$ cat src/design/ttwp_pkg.sv
// Package for the text tokenizer: scan modes, token kinds, byte codes.
// No dependencies.
`timescale 1ns / 1ps
package ttwp_pkg;
  localparam int OFFSET_BITS_DEF = 24;
  localparam int LINE_BITS_DEF = 20;
  localparam int COLUMN_BITS_DEF = 16;
  localparam logic [4:0] TAB_SIZE_RST = 5'd4;

  typedef enum logic [7:0] {
    M_IDLE      = 8'b0000_0001,
    M_WORD      = 8'b0000_0010,
    M_SLASH     = 8'b0000_0100,
    M_LINECMT   = 8'b0000_1000,
    M_BLOCK     = 8'b0001_0000,
    M_BLOCKSTAR = 8'b0010_0000,
    M_QUOTE     = 8'b0100_0000,
    M_QUOTEESC  = 8'b1000_0000
  } mode_t;

  typedef enum logic [1:0] {BRK_NONE = 2'd0, BRK_CR = 2'd1, BRK_LF = 2'd2} brk_t;

  localparam logic [3:0] K_OPEN_DICT  = 4'd0;
  localparam logic [3:0] K_CLOSE_DICT = 4'd1;
  localparam logic [3:0] K_OPEN_LIST  = 4'd2;
  localparam logic [3:0] K_CLOSE_LIST = 4'd3;
  localparam logic [3:0] K_COLON      = 4'd4;
  localparam logic [3:0] K_ANNOTATE   = 4'd5;
  localparam logic [3:0] K_COMMENT    = 4'd6;
  localparam logic [3:0] K_WORD       = 4'd7;
  localparam logic [3:0] K_END        = 4'd8;

  localparam logic [7:0] C_NUL = 8'h00;
  localparam logic [7:0] C_TAB = 8'h09;
  localparam logic [7:0] C_LF = 8'h0A;
  localparam logic [7:0] C_CR = 8'h0D;
  localparam logic [7:0] C_SP = 8'h20;
  localparam logic [7:0] C_DQ = 8'h22;
  localparam logic [7:0] C_HASH = 8'h23;
  localparam logic [7:0] C_SQ = 8'h27;
  localparam logic [7:0] C_STAR = 8'h2A;
  localparam logic [7:0] C_COMMA = 8'h2C;
  localparam logic [7:0] C_SLASH = 8'h2F;
  localparam logic [7:0] C_COLON = 8'h3A;
  localparam logic [7:0] C_AT = 8'h40;
  localparam logic [7:0] C_LBRK = 8'h5B;
  localparam logic [7:0] C_BSL = 8'h5C;
  localparam logic [7:0] C_RBRK = 8'h5D;
  localparam logic [7:0] C_LBRC = 8'h7B;
  localparam logic [7:0] C_RBRC = 8'h7D;
endpackage

$ cat src/design/text_tokenizer_with_positions_unit.sv
// Latency: an item's tokens appear in the output register the cycle after it is taken.
// Throughput: one byte per cycle while out_stall is low; a byte that yields two tokens
// holds the input while the second token drains from the two-entry output queue.
// Reset (rst_n, synchronous): scan state, positions and queue cleared, tab_size back to 4.
// Tokenizer top level: scan state machine, position tracking, token output queue.
// Depends on ttwp_pkg.
`timescale 1ns / 1ps
module text_tokenizer_with_positions_unit #(
  parameter int OFFSET_BITS = ttwp_pkg::OFFSET_BITS_DEF,
  parameter int LINE_BITS = ttwp_pkg::LINE_BITS_DEF,
  parameter int COLUMN_BITS = ttwp_pkg::COLUMN_BITS_DEF
) (
  input  logic        clk,
  input  logic        rst_n,
  input  logic        cfg_we,
  input  logic [4:0]  cfg_tab_size,
  input  logic        in_valid,
  output logic        in_stall,
  input  logic [7:0]  in_text_byte,
  output logic        out_valid,
  input  logic        out_stall,
  output logic [3:0]  out_token_kind,
  output logic [23:0] out_start_offset,
  output logic [23:0] out_token_length,
  output logic [19:0] out_start_line,
  output logic [15:0] out_start_column,
  output logic        out_is_end
);
  typedef struct packed {
    logic [3:0]             kind;
    logic [OFFSET_BITS-1:0] off;
    logic [OFFSET_BITS-1:0] len;
    logic [LINE_BITS-1:0]   line;
    logic [COLUMN_BITS-1:0] col;
    logic                   is_end;
  } tok_t;

  localparam logic [OFFSET_BITS-1:0] OMAX = '1;
  localparam logic [LINE_BITS-1:0] LMAX = '1;
  localparam logic [COLUMN_BITS-1:0] CMAX = '1;

  logic [4:0] tab_size_r;
  ttwp_pkg::mode_t mode_r, mode_nxt;
  logic qdbl_r, qdbl_nxt;
  ttwp_pkg::brk_t brk_r, brk_nxt;
  logic [OFFSET_BITS-1:0] boff_r, boff_nxt, toff_r, toff_nxt, tcnt_r, tcnt_nxt;
  logic [LINE_BITS-1:0] line_r, line_nxt, tline_r, tline_nxt;
  logic [COLUMN_BITS-1:0] col_r, col_nxt, tcol_r, tcol_nxt;
  logic [3:0] phase_r, phase_nxt;

  tok_t q_r [2];
  logic [1:0] cnt_r;
  tok_t t0, t1;
  logic n_tok0, n_tok1;
  logic acc, pop;

  // queue: slot 0 is the head
  assign in_stall = (cnt_r == 2'd2) || (cnt_r == 2'd1 && out_stall);
  assign acc = in_valid && !in_stall;
  assign out_valid = cnt_r != 2'd0;
  assign pop = out_valid && !out_stall;

  logic [4:0] ts;
  always_comb begin
    ts = tab_size_r;
    if (ts == 5'd0) ts = 5'd1;
    if (ts > 5'd16) ts = 5'd16;
  end

  // position advance for byte b from current state
  logic [LINE_BITS-1:0] a_line;
  logic [COLUMN_BITS-1:0] a_col;
  logic [3:0] a_phase;
  ttwp_pkg::brk_t a_brk;
  logic [OFFSET_BITS-1:0] a_off;
  logic [4:0] adv, ph1;
  logic [COLUMN_BITS:0] csum;
  logic [7:0] b;
  assign b = in_text_byte;

  always_comb begin
    a_line = line_r;
    a_col = col_r;
    a_phase = phase_r;
    a_brk = ttwp_pkg::BRK_NONE;
    adv = ({1'b0, phase_r} < ts) ? ts - {1'b0, phase_r} : ts;
    ph1 = {1'b0, phase_r} + 5'd1;
    csum = '0;
    a_off = (boff_r == OMAX) ? OMAX : boff_r + 1'b1;
    if (b == ttwp_pkg::C_CR || b == ttwp_pkg::C_LF) begin
      if ((b == ttwp_pkg::C_CR && brk_r == ttwp_pkg::BRK_LF) ||
          (b == ttwp_pkg::C_LF && brk_r == ttwp_pkg::BRK_CR)) begin
        a_brk = ttwp_pkg::BRK_NONE;
      end else begin
        a_line = (line_r == LMAX) ? LMAX : line_r + 1'b1;
        a_col = '0;
        a_phase = '0;
        a_brk = (b == ttwp_pkg::C_CR) ? ttwp_pkg::BRK_CR : ttwp_pkg::BRK_LF;
      end
    end else if (b == ttwp_pkg::C_TAB) begin
      csum = {1'b0, col_r} + {{(COLUMN_BITS-4){1'b0}}, adv};
      a_col = csum[COLUMN_BITS] ? CMAX : csum[COLUMN_BITS-1:0];
      a_phase = '0;
    end else begin
      a_col = (col_r == CMAX) ? CMAX : col_r + 1'b1;
      a_phase = (ph1 >= ts) ? 4'd0 : ph1[3:0];
    end
  end

  logic ends_word, is_punct;
  logic [3:0] pkind;
  always_comb begin
    is_punct = 1'b1;
    pkind = ttwp_pkg::K_OPEN_DICT;
    unique case (b)
      ttwp_pkg::C_LBRC:  pkind = ttwp_pkg::K_OPEN_DICT;
      ttwp_pkg::C_RBRC:  pkind = ttwp_pkg::K_CLOSE_DICT;
      ttwp_pkg::C_LBRK:  pkind = ttwp_pkg::K_OPEN_LIST;
      ttwp_pkg::C_RBRK:  pkind = ttwp_pkg::K_CLOSE_LIST;
      ttwp_pkg::C_COLON: pkind = ttwp_pkg::K_COLON;
      ttwp_pkg::C_AT:    pkind = ttwp_pkg::K_ANNOTATE;
      default:           is_punct = 1'b0;
    endcase
    ends_word = is_punct || b == ttwp_pkg::C_NUL || b == ttwp_pkg::C_SP ||
                b == ttwp_pkg::C_TAB || b == ttwp_pkg::C_COMMA || b == ttwp_pkg::C_CR ||
                b == ttwp_pkg::C_LF || b == ttwp_pkg::C_HASH;
  end

  logic [OFFSET_BITS-1:0] cnt_inc;
  assign cnt_inc = (tcnt_r == OMAX) ? OMAX : tcnt_r + 1'b1;

  tok_t open_tok;
  ttwp_pkg::mode_t eff;

  always_comb begin
    mode_nxt = mode_r; qdbl_nxt = qdbl_r; brk_nxt = brk_r;
    boff_nxt = boff_r; line_nxt = line_r; col_nxt = col_r; phase_nxt = phase_r;
    toff_nxt = toff_r; tline_nxt = tline_r; tcol_nxt = tcol_r; tcnt_nxt = tcnt_r;
    t0 = '0; t1 = '0; n_tok0 = 1'b0; n_tok1 = 1'b0;
    open_tok = '{kind: ttwp_pkg::K_WORD, off: toff_r, len: tcnt_r, line: tline_r,
                 col: tcol_r, is_end: 1'b0};
    eff = mode_r;
    if (mode_r == ttwp_pkg::M_SLASH && b != ttwp_pkg::C_SLASH && b != ttwp_pkg::C_STAR)
      eff = ttwp_pkg::M_WORD;
    // default: byte consumed into token
    begin
      logic go_idle;
      go_idle = 1'b0;
      unique case (eff)
        ttwp_pkg::M_SLASH: begin
          mode_nxt = (b == ttwp_pkg::C_SLASH) ? ttwp_pkg::M_LINECMT : ttwp_pkg::M_BLOCK;
        end
        ttwp_pkg::M_WORD: begin
          mode_nxt = ttwp_pkg::M_WORD;
          if (ends_word) begin
            go_idle = 1'b1; n_tok0 = 1'b1; t0 = open_tok;
          end
        end
        ttwp_pkg::M_LINECMT: begin
          if (b == ttwp_pkg::C_NUL || b == ttwp_pkg::C_CR || b == ttwp_pkg::C_LF) begin
            go_idle = 1'b1; n_tok0 = 1'b1; t0 = open_tok; t0.kind = ttwp_pkg::K_COMMENT;
          end
        end
        ttwp_pkg::M_BLOCK, ttwp_pkg::M_BLOCKSTAR: begin
          if (b == ttwp_pkg::C_NUL) begin
            go_idle = 1'b1; n_tok0 = 1'b1; t0 = open_tok; t0.kind = ttwp_pkg::K_COMMENT;
          end else if (eff == ttwp_pkg::M_BLOCKSTAR && b == ttwp_pkg::C_SLASH) begin
            n_tok0 = 1'b1; t0 = open_tok; t0.kind = ttwp_pkg::K_COMMENT;
            t0.len = cnt_inc; mode_nxt = ttwp_pkg::M_IDLE;
          end else begin
            mode_nxt = (b == ttwp_pkg::C_STAR) ? ttwp_pkg::M_BLOCKSTAR : ttwp_pkg::M_BLOCK;
          end
        end
        ttwp_pkg::M_QUOTE, ttwp_pkg::M_QUOTEESC: begin
          if (b == ttwp_pkg::C_NUL) begin
            go_idle = 1'b1; n_tok0 = 1'b1; t0 = open_tok;
          end else if (eff == ttwp_pkg::M_QUOTEESC) begin
            mode_nxt = ttwp_pkg::M_QUOTE;
          end else if (b == (qdbl_r ? ttwp_pkg::C_DQ : ttwp_pkg::C_SQ)) begin
            n_tok0 = 1'b1; t0 = open_tok; t0.len = cnt_inc; mode_nxt = ttwp_pkg::M_IDLE;
          end else if (b == ttwp_pkg::C_BSL) begin
            mode_nxt = ttwp_pkg::M_QUOTEESC;
          end
        end
        default: go_idle = 1'b1;
      endcase
      if (!go_idle) begin
        tcnt_nxt = cnt_inc;
        brk_nxt = a_brk; boff_nxt = a_off; line_nxt = a_line; col_nxt = a_col;
        phase_nxt = a_phase;
      end else begin
        tok_t it;
        logic has;
        has = 1'b0;
        it = '{kind: pkind, off: boff_r, len: {{(OFFSET_BITS-1){1'b0}}, 1'b1},
               line: line_r, col: col_r, is_end: 1'b0};
        mode_nxt = ttwp_pkg::M_IDLE;
        if (b == ttwp_pkg::C_NUL) begin
          has = 1'b1; it.kind = ttwp_pkg::K_END; it.is_end = 1'b1;
          qdbl_nxt = 1'b0; brk_nxt = ttwp_pkg::BRK_NONE; boff_nxt = '0; line_nxt = '0;
          col_nxt = '0; phase_nxt = '0; toff_nxt = '0; tline_nxt = '0; tcol_nxt = '0;
          tcnt_nxt = '0;
        end else begin
          brk_nxt = a_brk; boff_nxt = a_off; line_nxt = a_line; col_nxt = a_col;
          phase_nxt = a_phase;
          if (is_punct) begin
            has = 1'b1;
          end else if (!(b == ttwp_pkg::C_SP || b == ttwp_pkg::C_TAB ||
                         b == ttwp_pkg::C_COMMA || b == ttwp_pkg::C_CR ||
                         b == ttwp_pkg::C_LF)) begin
            toff_nxt = boff_r; tline_nxt = line_r; tcol_nxt = col_r;
            tcnt_nxt = {{(OFFSET_BITS-1){1'b0}}, 1'b1};
            if (b == ttwp_pkg::C_HASH) mode_nxt = ttwp_pkg::M_LINECMT;
            else if (b == ttwp_pkg::C_SLASH) mode_nxt = ttwp_pkg::M_SLASH;
            else if (b == ttwp_pkg::C_DQ || b == ttwp_pkg::C_SQ) begin
              mode_nxt = ttwp_pkg::M_QUOTE; qdbl_nxt = (b == ttwp_pkg::C_DQ);
            end else mode_nxt = ttwp_pkg::M_WORD;
          end
        end
        if (has) begin
          if (n_tok0) begin n_tok1 = 1'b1; t1 = it; end
          else begin n_tok0 = 1'b1; t0 = it; end
        end
      end
    end
  end

  always_ff @(posedge clk) begin
    if (!rst_n) begin
      tab_size_r <= ttwp_pkg::TAB_SIZE_RST;
      mode_r <= ttwp_pkg::M_IDLE; qdbl_r <= 1'b0; brk_r <= ttwp_pkg::BRK_NONE;
      boff_r <= '0; line_r <= '0; col_r <= '0; phase_r <= '0;
      toff_r <= '0; tline_r <= '0; tcol_r <= '0; tcnt_r <= '0;
      cnt_r <= '0;
    end else begin
      if (cfg_we) tab_size_r <= cfg_tab_size;
      if (acc) begin
        mode_r <= mode_nxt; qdbl_r <= qdbl_nxt; brk_r <= brk_nxt;
        boff_r <= boff_nxt; line_r <= line_nxt; col_r <= col_nxt; phase_r <= phase_nxt;
        toff_r <= toff_nxt; tline_r <= tline_nxt; tcol_r <= tcol_nxt; tcnt_r <= tcnt_nxt;
      end
      cnt_r <= cnt_r - {1'b0, pop} + ((acc && n_tok0) ? (n_tok1 ? 2'd2 : 2'd1) : 2'd0);
    end
  end

  // queue data; acceptance implies cnt_r==0, or cnt_r==1 with pop
  always_ff @(posedge clk) begin
    if (pop && cnt_r == 2'd2) q_r[0] <= q_r[1];
    if (acc && n_tok0) begin
      q_r[0] <= t0;
      q_r[1] <= t1;
    end
  end

  assign out_token_kind = q_r[0].kind;
  assign out_start_offset = 24'(q_r[0].off);
  assign out_token_length = 24'(q_r[0].len);
  assign out_start_line = 20'(q_r[0].line);
  assign out_start_column = 16'(q_r[0].col);
  assign out_is_end = q_r[0].is_end;

`ifndef SYNTHESIS
  a_cnt: assert property (@(posedge clk) disable iff (!rst_n) cnt_r != 2'd3)
    else $error("queue count overflow");
  a_acc_room: assert property (@(posedge clk) disable iff (!rst_n)
    acc |-> (cnt_r == 2'd0 || (cnt_r == 2'd1 && pop)))
    else $error("accept without queue room");
  a_end_reset: assert property (@(posedge clk) disable iff (!rst_n)
    (acc && in_text_byte == ttwp_pkg::C_NUL) |=> (boff_r == '0 && mode_r == ttwp_pkg::M_IDLE))
    else $error("end byte did not restart scan");
`endif
endmodule
$ cat config.mk
export PLATFORM = sky130hd
export DESIGN_NAME = text_tokenizer_with_positions_unit
export DESIGN_NICKNAME = d
export VERILOG_FILES = /design/src/design/ttwp_pkg.sv /design/src/design/text_tokenizer_with_positions_unit.sv
export SDC_FILE = /design/constraint.sdc
export NUM_CORES = 1
export LEC_CHECK = 0
export BUFFER_PORTS_ARGS = -buffer_cell sky130_fd_sc_hd__buf_4
export CAP_MARGIN = 20
export CORE_MARGIN = 10
export CORE_UTILIZATION = 35
export CTS_BUF_LIST = sky130_fd_sc_hd__clkbuf_2 sky130_fd_sc_hd__clkbuf_4 sky130_fd_sc_hd__clkbuf_8
export DETAILED_ROUTE_END_ITERATION = 16
export GPL_TIMING_DRIVEN = 0
export SLEW_MARGIN = 20
export SYNTH_ARGS = -nofsm -noshare
export SYNTH_HDL_FRONTEND = slang
export SYNTH_SLANG_ARGS = --single-unit
export TNS_END_PERCENT = 1
$ cat constraint.sdc
create_clock -name clk -period 13.94 [get_ports clk]
set_input_delay 1.394 -clock clk [delete_from_list [all_inputs] [get_ports clk]]
set_output_delay 1.394 -clock clk [all_outputs]
set_load 0.05 [all_outputs]
==> results.cfg <==
[detailed_routing]
drt-total-wl_um = 49710
drtAntennaViolNets = 0
drtPass1Iterations = 5
via_per_inst = 5.474
remaining_drc_errors = 0
first_iter_violations = 1096
wl_per_cell_um = 19.22
vias = 14160

[global_route]
grt_pass1_wl_um = 77880
grt_overflow = 0
grt_max_degree = 50
antenna_found_initial = 0
grt_pass1_vias = 13440
grt_usage_pct = 17.11

[worst_setup_path]
critPathLaunchType = input port
crit_fanout = 49
crit_chain = buf_4 > buf_2 > nor4bb_1 > nand4b_1 > a31oi_1 > o2bb2ai_2 > a41oi_1 > clkbuf_4 > buf_16 > nand2_1 > ha_1 > inv_1 > ha_1 > xnor2_1 > xnor2_1 > xnor2_1 > nor2_1
critical_path_class = input port to register
slowest_delay_ns = 0.86
cp_slowest_cell = nor4bb_1
worstPathArrival_ns = 6.04
worstPathRequired_ns = 14.46
crit_path_frequent_cell = xnor2_1
critPathCaptureType = register

[placement]
gp_congestion = 0.9036
dpl_cell_area_um2 = 18100
hpwl_um = 34940
placed_cells = 2484
io_buffers = 102

[die]
core_area_um2 = 46560
chipHeight_um = 236.9
num_rows = 79
io_pins = 109
initial_core_util_pct = 35.38
dieWidth_um = 236.9
dieArea_um2 = 56140

[synth]
async_reset_ff_share_pct = 0
synth_edf_count = 153
syn_nets = 1809
ys_seq_area_share_pct = 48.07
synth_ff_type = dfxtp_1
netlist_area_um2 = 16470
netlist_instances = 1771
syn-mean-instance-area_um2 = 9.301
synth-seq-cells = 319
ys_types = 90
ys.warnings.count = 0

[cts]
cts-resized-gates = 0
cts_buffer_depth = 3
cts.sinks = 319
cts_tree = built
clkLatencyLatePin_ns = 0.67
ctsRootBufferMaster = clkbuf_8
ctsHoldBuffers = 0
cts_setup_buffers = 0
cts_buffers = 54
h-tree-depth = 2
clkTransAtPathRegs_ns = 0.06

[finish]
drive_above_1_share_pct = 18.49
design_area_um2 = 19250
area_growth_pct = 16.86
nets = 1971
fin_cells = 2587

[timing]
max_slew_margin_pct = 28.54
clock_skew_ns = 0.06081
rsz0062_at_grt = false
fin_setup_tns_ns = 0
min_period_ns = 5.520
fin_crit_sh_pct = 39.60
tightest_slew_ns = 1.064
hold_viol_final = 0
drv_slew = 0
fmax_mhz = 181.2
setup_viol = 0

[job]
max_cap_violations = 0

[power]
peakVddDrop_mv = 0.09611
power_density_nw_per_um2 = 126.8
power_leakage_nw = 7.251

[status]
status = completed

[worst_hold_path]
hp-class = register to register
-- per-layer routing --
layer	track usage, %	vias up	part of all wire (%)
li1	-	6767	-
met1	23.10	6807	46
met2	26.60	504	45
met3	3.207	84	6.4
met4	6.485	0	2.4
met5	0	-	0
-- worst max-delay path, delay by kind of cell --
| kind | cells | cell delay [ns] |
|---|---|---|
| simple gates | 4 | 1.28 |
| compound gates | 3 | 1.28 |
| buf+inv | 5 | 1.16 |
| fa+ha+maj | 2 | 0.46 |
| xor+xnor | 3 | 0.45 |
-- cell usage after synthesis, drive strengths merged (5+ instances only) --
master  number  area share, %
a31oi       43            1.6
a22o        65            3.5
nand3b       8           0.36
dfxtp      166             20
nor3        43            1.4
a21oi      115            3.5
a22oi       10           0.46
inv         29           0.66
or3          7           0.27
nor4        11           0.53
and2        71            2.7
a221oi       5           0.27
and4b        5           0.30
and4         5           0.27
a211oi      12           0.55
nand2      106            2.4
o21ai       86            2.6
xnor2       18           0.96
nor2b       12           0.46
buf        130            5.6
o31ai        8           0.36
xor2        14           0.74
and3        24           0.91
clkbuf      94            2.1
o221a       16            1.1
a311oi       5           0.27
a21o        11           0.50
o22ai       64            2.4
nand4       26           0.99
edfxtp     153             28
ha          19            1.4
nor2       225            5.1
or2          8           0.30
nand3       60            1.9
mux2i       10           0.61
nand2b      13           0.49
o211ai       9           0.44
-- power by group --
group          switching, mW  internal (mW)  leakage (nW)  total [mW]
Clock                  0.402          0.486         0.614       0.889
Sequential            0.0246           1.02          2.83        1.05
Combinational          0.352          0.154          3.80       0.507
-- final timing paths --
kind	to	slack (ns)	cells past startpoint	from
min reg2reg	toff_r[6]	0.47	1	toff_r[6]
min	toff_r[6]	0.47	1	toff_r[6]
max	cnt_r[1]	8.42	17	in_text_byte[0]
max reg2reg	cnt_r[1]	9.07	16	mode_r[2]
-- cells in the final DEF, fill, tap and decap left out, drive strengths merged, types with 9 or more instances in the layout --
cell type,netlist,final
xor2,14,14
a21o,11,11
ha,19,19
mux2i,10,10
a22oi,10,10
a22o,65,65
o211ai,9,9
nor2b,12,12
nand2,106,106
nand3,60,60
and3,24,24
nand2b,13,13
a31oi,43,43
nor2,225,225
o22ai,64,64
edfxtp,153,153
dfxtp,166,166
o221a,16,16
o21ai,86,86
xnor2,18,18
and2,71,71
buf,130,236
nor4,11,11
nor3,43,43
clkbuf,94,177
inv,29,31
clkinv,0,16
a211oi,12,12
nand4,26,26
a21oi,115,115
-- stage by stage --
step | worst slack [ns] | utilization, % | total power, mW | hold WS [ns]
floorplan | 5.872 | - | 1.404 | 0.4407
global placement | 2.322 | 38.66 | 1.566 | 0.4513
detailed placement | 7.736 | 38.89 | 1.566 | 0.4563
CTS | 8.437 | 41.34 | 2.460 | 0.4672
finish | 8.420 | 41.35 | 2.441 | 0.4727
global route | 8.096 | 41.34 | 2.544 | 0.4885
-- logic make-up after synthesis --
kind of cell    synth area share, %
simple gates                  19.41
compound gates                20.05
buf+inv                       8.409
flops                         48.07
xor+xnor                      1.701
mux                          0.7444
fa+ha+maj                     1.626
-- sequential cells by signal, indices dropped and copies added, names as in the netlist, 2 cells and up --
signal / flops
col_r: 16
phase_r: 4
toff_r: 24
brk_r: 2
boff_r: 24
tab_size_r: 5
tcnt_r: 24
cnt_r: 2
mode_r: 8
q_r: 153
line_r: 20
tline_r: 20
tcol_r: 16
-- final cells by class --
type	count	area [µm²]
fill	4614	27310
buffer	224	1280
multi-input combinational	1199	7184
tap	607	759.5
clock inverter	19	126.4
clock buffer	83	1017
timing repair buffer	106	853.3
inverter	29	108.9
antenna	1	2.502
sequential	319	7918
Note: power is estimated with default switching activity, not from simulation.
